`config.mk`:
```
export PLATFORM = sky130hd
export DESIGN_NAME = fastcgi_record_deframer
export DESIGN_NICKNAME = d
export VERILOG_FILES = /design/src/rtl/core/fcgi_pkg.sv /design/src/rtl/core/fastcgi_record_deframer.sv /design/src/rtl/core/fcgi_parser.sv
export SDC_FILE = /design/constraint.sdc
export NUM_CORES = 1
export LEC_CHECK = 0
export ABC_AREA = 1
export BUFFER_PORTS_ARGS = -buffer_cell sky130_fd_sc_hd__buf_2
export CAP_MARGIN = 15
export CORE_MARGIN = 5
export CORE_UTILIZATION = 48
export CTS_CLUSTER_DIAMETER = 80
export DETAILED_ROUTE_END_ITERATION = 12
export PLACE_DENSITY_LB_ADDON = 0.05
export SYNTH_ARGS = -nofsm -noshare
export SYNTH_HDL_FRONTEND = slang
export SYNTH_SLANG_ARGS = --single-unit
```
`constraint.sdc`:
```
create_clock -name clock -period 2.8 [get_ports clock]
set_clock_uncertainty 0.05 [all_clocks]
set_input_delay 0.28 -clock clock [delete_from_list [all_inputs] [get_ports clock]]
set_output_delay 0.28 -clock clock [all_outputs]
set_load 0.005 [all_outputs]
```
`src/rtl/core/fcgi_pkg.sv`:
```
// Shared codes and types for the FastCGI record deframer.
package fcgi_pkg;

   // Event codes on the result channel
   localparam logic [2:0] EV_CONSUMED = 3'd0;
   localparam logic [2:0] EV_PAYLOAD  = 3'd1;
   localparam logic [2:0] EV_BEGIN    = 3'd2;
   localparam logic [2:0] EV_EMPTY    = 3'd3;
   localparam logic [2:0] EV_ERROR    = 3'd4;

   // Header field values
   localparam logic [7:0]  VERSION_ONE = 8'd1;
   localparam logic [7:0]  KIND_LIMIT  = 8'd11;
   localparam logic [3:0]  KIND_BEGIN  = 4'd1;
   localparam logic [3:0]  KIND_PARAMS = 4'd4;
   localparam logic [3:0]  KIND_STDIN  = 4'd5;
   localparam logic [15:0] ROLE_RESP   = 16'd1;

   // One result item
   typedef struct packed {
      logic [2:0] event_res;
      logic [7:0] payload;
      logic [3:0] record_kind;
      logic [7:0] request_flags;
      logic       record_done;
   } fcgi_rsp_type;

endpackage

```
`src/rtl/core/fastcgi_record_deframer.sv`:
```
// Top level of the FastCGI record deframer: parser and two-entry result buffer.
// Takes one stream byte per clock while req_stall is low and returns exactly
// one result item for every byte. The parser updates its header state once per
// accepted byte, so a new byte can be accepted every clock while req_stall is low.
// Results go to a two-entry buffer (output register plus skid register); req_stall is
// registered and rises only when both entries hold an item, so a full rate of
// one item per clock is kept as long as rsp_stall stays low. Errors (bad
// version, type or role, or content on an unsupported type) are sticky until
// reset.
module fastcgi_record_deframer (
   input  logic       clock,
   input  logic       reset,
   input  logic       req_valid,
   output logic       req_stall,
   input  logic [7:0] req_data_byte,
   output logic       rsp_valid,
   input  logic       rsp_stall,
   output logic [2:0] rsp_event_res,
   output logic [7:0] rsp_payload,
   output logic [3:0] rsp_record_kind,
   output logic [7:0] rsp_request_flags,
   output logic       rsp_record_done
);
   import fcgi_pkg::*;

   fcgi_rsp_type step_rsp;
   fcgi_rsp_type out_ff;
   fcgi_rsp_type skid_ff;
   logic         out_valid_ff;
   logic         skid_valid_ff;
   logic         accept;
   logic         take;

   assign req_stall = skid_valid_ff;
   assign accept    = req_valid && !skid_valid_ff;
   assign take      = out_valid_ff && !rsp_stall;

   fcgi_parser u_parser (
      .clock     (clock),
      .reset     (reset),
      .accept    (accept),
      .data_byte (req_data_byte),
      .result    (step_rsp)
   );

   // Output register with skid entry
   always_ff @(posedge clock) begin
      if (reset) begin
         out_valid_ff  <= 1'b0;
         skid_valid_ff <= 1'b0;
      end else if (!out_valid_ff || take) begin
         if (skid_valid_ff) begin
            out_valid_ff  <= 1'b1;
            skid_valid_ff <= 1'b0;
         end else begin
            out_valid_ff <= accept;
         end
      end else if (accept) begin
         skid_valid_ff <= 1'b1;
      end
   end

   // Payload moves without reset
   always_ff @(posedge clock) begin
      if (!out_valid_ff || take) begin
         out_ff <= skid_valid_ff ? skid_ff : step_rsp;
      end else if (accept) begin
         skid_ff <= step_rsp;
      end
   end

   assign rsp_valid         = out_valid_ff;
   assign rsp_event_res     = out_ff.event_res;
   assign rsp_payload       = out_ff.payload;
   assign rsp_record_kind   = out_ff.record_kind;
   assign rsp_request_flags = out_ff.request_flags;
   assign rsp_record_done   = out_ff.record_done;

endmodule

```
`src/rtl/core/fcgi_parser.sv`:
```
// Record parser: phase state, header fields and the per-byte result.
module fcgi_parser (
   input  logic                  clock,
   input  logic                  reset,
   input  logic                  accept,
   input  logic [7:0]            data_byte,
   output fcgi_pkg::fcgi_rsp_type result
);
   import fcgi_pkg::*;

   typedef enum logic [4:0] {
      PH_VERSION = 5'd0,
      PH_TYPE    = 5'd1,
      PH_RID1    = 5'd2,
      PH_RID2    = 5'd3,
      PH_CLEN1   = 5'd4,
      PH_CLEN2   = 5'd5,
      PH_PLEN    = 5'd6,
      PH_RSVD    = 5'd7,
      PH_ROLE1   = 5'd8,
      PH_ROLE2   = 5'd9,
      PH_FLAGS   = 5'd10,
      PH_BRES1   = 5'd11,
      PH_BRES2   = 5'd12,
      PH_BRES3   = 5'd13,
      PH_BRES4   = 5'd14,
      PH_BRES5   = 5'd15,
      PH_DATA    = 5'd16,
      PH_PAD     = 5'd17,
      PH_ERROR   = 5'd18
   } phase_type;

   phase_type   phase_ff, phase_in;
   logic [3:0]  kind_ff, kind_in;
   logic [15:0] content_ff, content_in;
   logic [7:0]  padding_ff, padding_in;
   logic [7:0]  role_high_ff, role_high_in;
   logic [7:0]  flags_ff, flags_in;
   logic [15:0] content_dec;
   logic [7:0]  padding_dec;
   logic [2:0]  ev;
   logic [7:0]  pay;
   logic        done;

   assign content_dec = content_ff - 16'd1;
   assign padding_dec = padding_ff - 8'd1;

   // Next state and result for the byte at the input
   always_comb begin
      phase_in     = phase_ff;
      kind_in      = kind_ff;
      content_in   = content_ff;
      padding_in   = padding_ff;
      role_high_in = role_high_ff;
      flags_in     = flags_ff;
      ev           = EV_CONSUMED;
      pay          = 8'd0;
      done         = 1'b0;
      unique case (phase_ff)
         PH_VERSION: begin
            if (data_byte != VERSION_ONE) begin
               phase_in = PH_ERROR;
               ev       = EV_ERROR;
            end else begin
               phase_in = PH_TYPE;
            end
         end
         PH_TYPE: begin
            if (data_byte >= KIND_LIMIT) begin
               phase_in = PH_ERROR;
               ev       = EV_ERROR;
            end else begin
               kind_in  = data_byte[3:0];
               phase_in = PH_RID1;
            end
         end
         PH_RID1: phase_in = PH_RID2;
         PH_RID2: phase_in = PH_CLEN1;
         PH_CLEN1: begin
            content_in = {data_byte, 8'd0};
            phase_in   = PH_CLEN2;
         end
         PH_CLEN2: begin
            content_in = {content_ff[15:8], data_byte};
            phase_in   = PH_PLEN;
         end
         PH_PLEN: begin
            padding_in = data_byte;
            phase_in   = PH_RSVD;
         end
         PH_RSVD: begin
            if (content_ff != 16'd0) begin
               priority if (kind_ff == KIND_BEGIN) begin
                  phase_in = PH_ROLE1;
               end else if (kind_ff == KIND_PARAMS || kind_ff == KIND_STDIN) begin
                  phase_in = PH_DATA;
               end else begin
                  phase_in = PH_ERROR;
                  ev       = EV_ERROR;
               end
            end else begin
               // empty record: skip its padding, or end at once
               ev       = EV_EMPTY;
               done     = (padding_ff == 8'd0);
               phase_in = done ? PH_VERSION : PH_PAD;
            end
         end
         PH_ROLE1: begin
            content_in   = content_dec;
            role_high_in = data_byte;
            phase_in     = PH_ROLE2;
         end
         PH_ROLE2: begin
            content_in = content_dec;
            if ({role_high_ff, data_byte} != ROLE_RESP) begin
               phase_in = PH_ERROR;
               ev       = EV_ERROR;
            end else begin
               phase_in = PH_FLAGS;
            end
         end
         PH_FLAGS: begin
            content_in = content_dec;
            flags_in   = data_byte;
            phase_in   = PH_BRES1;
         end
         PH_BRES1: begin
            content_in = content_dec;
            phase_in   = PH_BRES2;
         end
         PH_BRES2: begin
            content_in = content_dec;
            phase_in   = PH_BRES3;
         end
         PH_BRES3: begin
            content_in = content_dec;
            phase_in   = PH_BRES4;
         end
         PH_BRES4: begin
            content_in = content_dec;
            phase_in   = PH_BRES5;
         end
         PH_BRES5: begin
            content_in = content_dec;
            ev         = EV_BEGIN;
            done       = (padding_ff == 8'd0);
            phase_in   = done ? PH_VERSION : PH_PAD;
         end
         PH_DATA: begin
            ev         = EV_PAYLOAD;
            pay        = data_byte;
            content_in = content_dec;
            if (content_dec == 16'd0) begin
               done     = (padding_ff == 8'd0);
               phase_in = done ? PH_VERSION : PH_PAD;
            end
         end
         PH_PAD: begin
            padding_in = padding_dec;
            if (padding_dec == 8'd0) begin
               phase_in = PH_VERSION;
               done     = 1'b1;
            end
         end
         PH_ERROR: begin
            ev = EV_ERROR;
         end
         default: begin
            phase_in = PH_ERROR;
            ev       = EV_ERROR;
         end
      endcase
   end

   // Result reflects held fields after this byte
   assign result.event_res     = ev;
   assign result.payload       = pay;
   assign result.record_kind   = kind_in;
   assign result.request_flags = flags_in;
   assign result.record_done   = done;

   // State update on each accepted item
   always_ff @(posedge clock) begin
      if (reset) begin
         phase_ff     <= PH_VERSION;
         kind_ff      <= 4'd0;
         content_ff   <= 16'd0;
         padding_ff   <= 8'd0;
         role_high_ff <= 8'd0;
         flags_ff     <= 8'd0;
      end else if (accept) begin
         phase_ff     <= phase_in;
         kind_ff      <= kind_in;
         content_ff   <= content_in;
         padding_ff   <= padding_in;
         role_high_ff <= role_high_in;
         flags_ff     <= flags_in;
      end
   end

endmodule

```
* Word level (Yosys, flattened, before mapping)
Index checks and enable logic that the tools add are counted.
Word-level totals: ROM bits 0, bits in latches 0, memories 0, input port bits 12, bits in writable memories 0, word-level logic and storage cells 103, register bits after elaboration 99, output and inout bits 26
Cells by class: shift operators 0, div/mod/pow operators 0, equal/unequal tests 25, $add $sub $neg 2, bitwise gates (word level) 3, multipliers 0, muxes and demuxes 29, order comparisons 1, reductions and logical operators 24
Operator list (count):
- $pmux 5 s19 | 1
- $pmux 16 s3 | 1
- $eq 5x4->1 const B | 8
- $mux 5 | 8
- $mux 24 | 1
- $pmux 3 s7 | 1
- $eq 5x3->1 const B | 4
- $mux 3 | 6
- $logic_not 16->1 | 1
- $logic_not 8->1 | 2
- $mux 8 | 2
- $ne 16x1->1 const B | 1
- $pmux 8 s2 | 1
- $reduce_bool 16->1 | 1
- $sub 16x1->16 const B | 1
- $eq 5x5->1 const B | 3
- $reduce_or 12->1 | 1
- $eq 5x2->1 const B | 2
- $reduce_or 9->1 | 1
- $eq 4x3->1 const B | 2
- $ge 8x4->1 const B | 1
- $mux 4 | 2
- $ne 8x1->1 const B | 1
- $reduce_and 2->1 | 4
- 17 further kinds | 28

* Longest topological paths before layout
word-level depth 7, gate-level depth with buffers 15, depth with buffers taken out 15

* By module
A second synthesis with hierarchy kept.
Second synthesis, totals: cell total of the unflattened synthesis 684, area total of the unflattened synthesis 5375.2 µm²
Modules (own cells, without submodules):
- fcgi_parser | times used 1, cells each 546, area each 3428.3 µm², seq. area each 980.9 µm²
- fastcgi_record_deframer | times used 1, cells each 138, area each 1946.9 µm², seq. area each 1481.4 µm²

* Least setup slack after synthesis
OpenSTA, ideal clock, no wires.
path kind register to register, start reg skid_valid_ff, in the netlist req_stall, end reg skid_ff[0] in the netlist's numbering (enable), data arrival time 2.057 ns, buffers on the path 2, data required time 2.345 ns, setup time 0.405 ns, stages on the path, launching flop included 6, period minus slack after synthesis 2.512 ns, slack 0.288 ns, cell sequence dfxtp_1 -> clkbuf_1 -> nor2_2 -> inv_1 -> clkbuf_1 -> nor2_1
Between the ends: word-level cells in the longest chain between the ends 3
RTL lines:
- start, declared | RTL line fastcgi_record_deframer.sv:30 | logic skid_valid_ff;
- start signal, assigned | RTL line fastcgi_record_deframer.sv:50 | skid_valid_ff <= 1'b0;
- start signal, assigned | RTL line fastcgi_record_deframer.sv:54 | skid_valid_ff <= 1'b0;
- start signal, assigned | RTL line fastcgi_record_deframer.sv:59 | skid_valid_ff <= 1'b1;
- $logic_not 1->1 | RTL line fastcgi_record_deframer.sv:35 | assign accept = req_valid && !skid_valid_ff;
- $logic_and 1x1->1 | RTL line fastcgi_record_deframer.sv:35
- $reduce_and 2->1 (no source line)
- end signal, assigned | RTL line fastcgi_record_deframer.sv:68 | skid_ff <= step_rsp;
- end, declared | RTL line fastcgi_record_deframer.sv:28 | fcgi_rsp_type skid_ff;
No other way between the ends. A chain may end at the register's enable or synchronous reset.

* Worst setup path in the final report
start reg u_parser.phase_ff[0], end reg u_parser.content_ff[0]
Between the ends: word-level cells in the longest chain between the ends 4, elaborated cells on any way between the ends 15, those cells by class eq/ne (11); mux (1); reduce/logical (3)
RTL lines:
- start, declared | RTL line fcgi_parser.sv:33 | phase_type phase_ff, phase_in;
- start signal, assigned | RTL line fcgi_parser.sv:192 | phase_ff <= phase_in;
- $eq 5x4->1 or $eq 5x5->1 (tied branches) | RTL line fcgi_parser.sv:59 | unique case (phase_ff)
- $reduce_or 9->1 (no source line)
- $reduce_bool 3->1 (no source line)
- $reduce_and 2->1 (no source line)
- end signal, assigned | RTL line fcgi_parser.sv:194 | content_ff <= content_in;
- end, declared | RTL line fcgi_parser.sv:35 | logic [15:0] content_ff, content_in;
Several ways; a longest one is shown, not always the timed one.

==> impl_metrics.yaml <==
die:
  die_h_um: 114.2
  die_width_um: 114.2
  fp-row-count: 38
  io_pins: 38
  initial_utilization_pct: 48.46
  core_area_mm2: 0.01075
  floorplan.die_area_mm2: 0.01303
grt:
  grt_start_max_net_pins: 29
  wire_length_of_the_first_global_routing_pass_um: 21750
  grtUsageTotal_pct: 21.04
  global_route.overflow_total: 0
  number_of_global_route_vias_before_repair: 4443
  antenna_found_initial: 0
routing:
  route.detailed.wl_per_inst_um: 15.24
  drt-pass1-iter-count: 5
  drc: 0
  drt-total-wl_um: 13210
  route.vias.total: 4619
  detail_route.iter0.violations: 306
  postRouteAntennaNets: 0
  number_of_vias_per_cell: 5.328
sta:
  final_max_slew_viol_count: 0
  max_slew.worst_pin.slew_ns: 0.7951
  final_hold_viol_count: 0
  setup_total_negative_slack_ns: 0
  post-route-period-util_pct: 81.45
  max_freq_mhz: 438.5
  unrepaired_setup_endpoints_after_global_routing: "false"
  post-route-min-period_ns: 2.281
  finalSetupViolations: 0
  relSlewSlack_pct: 46.94
place:
  globalplace.congestion: 0.9707
  hpwl_um: 9544
  place_inst: 851
  port-buffer-count: 37
min_path:
  timing.hold.worst_path_depth: 3
  holdCritPathClass: "primary input to flip-flop"
  worstHoldStart: "req_valid"
synthesis:
  ys_seq_elements: 99
  synthCells: 687
  post_synthesis_async_set_or_reset_flop_share_pct: 0
  synth-main-ff-cell: "sky130_fd_sc_hd__dfxtp_1"
  synth.cell_area_mm2: 0.005207
  mappedNetlistNets: 703
  synth_seq_area_share_pct: 47.28
  ys_warns: 0
  avgSynthCellArea_um2: 7.580
  yosysUniqueCellTypes: 39
  synth_edf_count: 48
pwr:
  fin_total_pwr_mw: 4.427
  power.leakage_nw: 2.659
  vdd.ir_drop.worst_uv: 404.0
  power.density_cell_area_mw_per_mm2: 774.0
finish:
  share_of_layout_cells_above_drive_strength_1_pct: 12.79
  final-instance-count-excl-fill: 867
  number_of_nets_in_the_layout: 738
  insertedDiodeCount: 0
  areaGrowthSynthToFinish_pct: 9.827
  n_fill_cell: 1049
critical_path:
  crit-reg2reg-launch: "u_parser.phase_ff[0]"
  critPathMaxFanout: 16
  timing.rr.end: "u_parser.content_ff[0]"
  worstRegToRegCells: 8
  cp-start-kind: "flip-flop"
  timing.critical_path.arrival_ns: 2.49
  crit_path_end_kind: "flip-flop"
  worst-endpoint-required_ns: 3.01
  timing.reg2reg.setup_slack_ns: 0.52
  worst_setup_path_endpoint: "u_parser.content_ff[0]"
  path_class: "flip-flop to flip-flop"
  critPathLaunch: "u_parser.phase_ff[0]"
cts:
  clkLatencyLatePin_ns: 0.37
  cts_buffers: 9
  clk_pin_slew_ns: 0.10
  postCtsHoldBufs: 0
  clkSinkCount: 99
  cts-htree-levels: 3
  postCtsSetupRepairBufs: 0
  ctsRootBufferMaster: "sky130_fd_sc_hd__clkbuf_8"
  clock_tree_from_tritoncts: "yes"
  cts_repair_resize_count: 0
  clk_path_buf_depth: 2
job:
  max-cap-violations: 0
run_status:
  run_status: "completed"
[registers in the layout (all words and copies together) (netlist names)]
name                   count
u_parser.padding_ff        8
u_parser.kind_ff           4
u_parser.content_ff       16
req_stall                  1
rsp_record_kind            4
rsp_payload                8
rsp_record_done            1
u_parser.flags_ff          8
rsp_request_flags          8
rsp_valid                  1
u_parser.phase_ff          5
u_parser.role_high_ff      8
rsp_event_res              3
skid_ff                   24
[power by group]
part           leakage [nW]  switching [mW]  total [mW]  internal, mW
Sequential            0.911           0.114        1.81          1.69
Clock                0.0965           0.527       0.912         0.386
Combinational          1.65            1.15        1.71         0.560
[cell usage after synthesis (4+ instances only)]
library cell,number,area [um^2]
sky130_fd_sc_hd__nor2_2,8,50.05
sky130_fd_sc_hd__nand2_2,9,56.30
sky130_fd_sc_hd__nand2_1,174,653.1
sky130_fd_sc_hd__o21ai_1,8,40.04
sky130_fd_sc_hd__xor2_1,6,52.55
sky130_fd_sc_hd__ha_1,4,50.05
sky130_fd_sc_hd__o21ai_0,51,255.2
sky130_fd_sc_hd__buf_2,4,20.02
sky130_fd_sc_hd__a21oi_1,31,155.2
sky130_fd_sc_hd__clkbuf_1,12,45.04
sky130_fd_sc_hd__nor3_1,4,20.02
sky130_fd_sc_hd__a211oi_1,5,37.54
sky130_fd_sc_hd__a22oi_1,6,45.04
sky130_fd_sc_hd__inv_1,81,304.0
sky130_fd_sc_hd__nand3_1,28,140.1
sky130_fd_sc_hd__nand4_1,12,75.07
sky130_fd_sc_hd__dfxtp_1,51,1021
sky130_fd_sc_hd__nor2_1,99,371.6
sky130_fd_sc_hd__a221oi_1,10,87.58
sky130_fd_sc_hd__inv_2,5,18.77
sky130_fd_sc_hd__a31oi_1,8,50.05
sky130_fd_sc_hd__edfxtp_1,48,1441
[final cells by class]
| type | count | area [um^2] | share of cell area, % |
|---|---|---|---|
| clock buffers | 12 | 156.4 | 2.735 |
| clock inverters | 4 | 31.28 | 0.5469 |
| inverters | 87 | 326.6 | 5.710 |
| multi-input cells | 481 | 2330 | 40.73 |
| flip-flops and latches | 99 | 2462 | 43.05 |
| well taps | 140 | 175.2 | 3.063 |
| repair buffers | 44 | 237.7 | 4.157 |
[critical path, cell delays in order (launching register included)]
cell and delay [ns]:
sky130_fd_sc_hd__dfxtp_1 0.38, sky130_fd_sc_hd__nor2_1 0.31, sky130_fd_sc_hd__nand2_2 0.26, sky130_fd_sc_hd__nand2_2 0.34
sky130_fd_sc_hd__nor2_4 0.13, sky130_fd_sc_hd__a21oi_4 0.33, sky130_fd_sc_hd__inv_2 0.09, sky130_fd_sc_hd__a221oi_1 0.22
sky130_fd_sc_hd__nor2_1 0.06
[placed cells by master (no fill, tap or decap), drive strengths merged, types with 6 or more instances in the layout]
| cell type | count |
|---|---|
| nand2 | 185 |
| nand3 | 28 |
| o21ai | 60 |
| a221oi | 10 |
| clkbuf | 12 |
| edfxtp | 48 |
| inv | 88 |
| dfxtp | 51 |
| a22oi | 6 |
| buf | 44 |
| a31oi | 8 |
| xor2 | 6 |
| nand4 | 12 |
| nor2 | 111 |
| a21oi | 34 |
[worst min path at each step]
stage	slack, ns	to
6_report	0.17	rsp_valid
5_1_grt	0.19	rsp_valid
4_1_cts	0.17	rsp_valid
3_5_place_dp	0.44	u_parser.phase_ff[2]
3_3_place_gp	0.42	u_parser.phase_ff[2]
2_1_floorplan	0.38	u_parser.content_ff[0]
[cells by family (layout without fill, tap and decap cells)]
logic type	after synthesis	in the layout	synth area share (%)
flip-flops	99	99	47.28
AND/OR/NAND/NOR	343	343	28.18
AO/OA/AOI/OAI	128	128	14.54
XOR/XNOR	6	6	1.009
adder cells (fa/ha/maj)	4	4	0.9611
buffers and inverters	107	147	8.025
[layer usage]
layer	part of all wire, %	track usage [%]
met5	0	0
met3	4.5	3.118
met1	44	26.75
met2	49	36.49
met4	2.0	7.363
[metrics by stage]
stage          worst slack, ns  area (um^2)  hold slack (ns)  util (%)
5_1_grt                 0.2424         5719           0.1855     53.23
2_1_floorplan           0.2883         5207           0.3786         -
3_5_place_dp            0.5521         5532           0.4440     51.48
6_report                0.5195         5719           0.1690     53.23
3_3_place_gp            0.5985         5532           0.4220     51.48
4_1_cts                 0.5200         5719           0.1701     53.23
No activity file was read; power rests on OpenSTA's default activity.
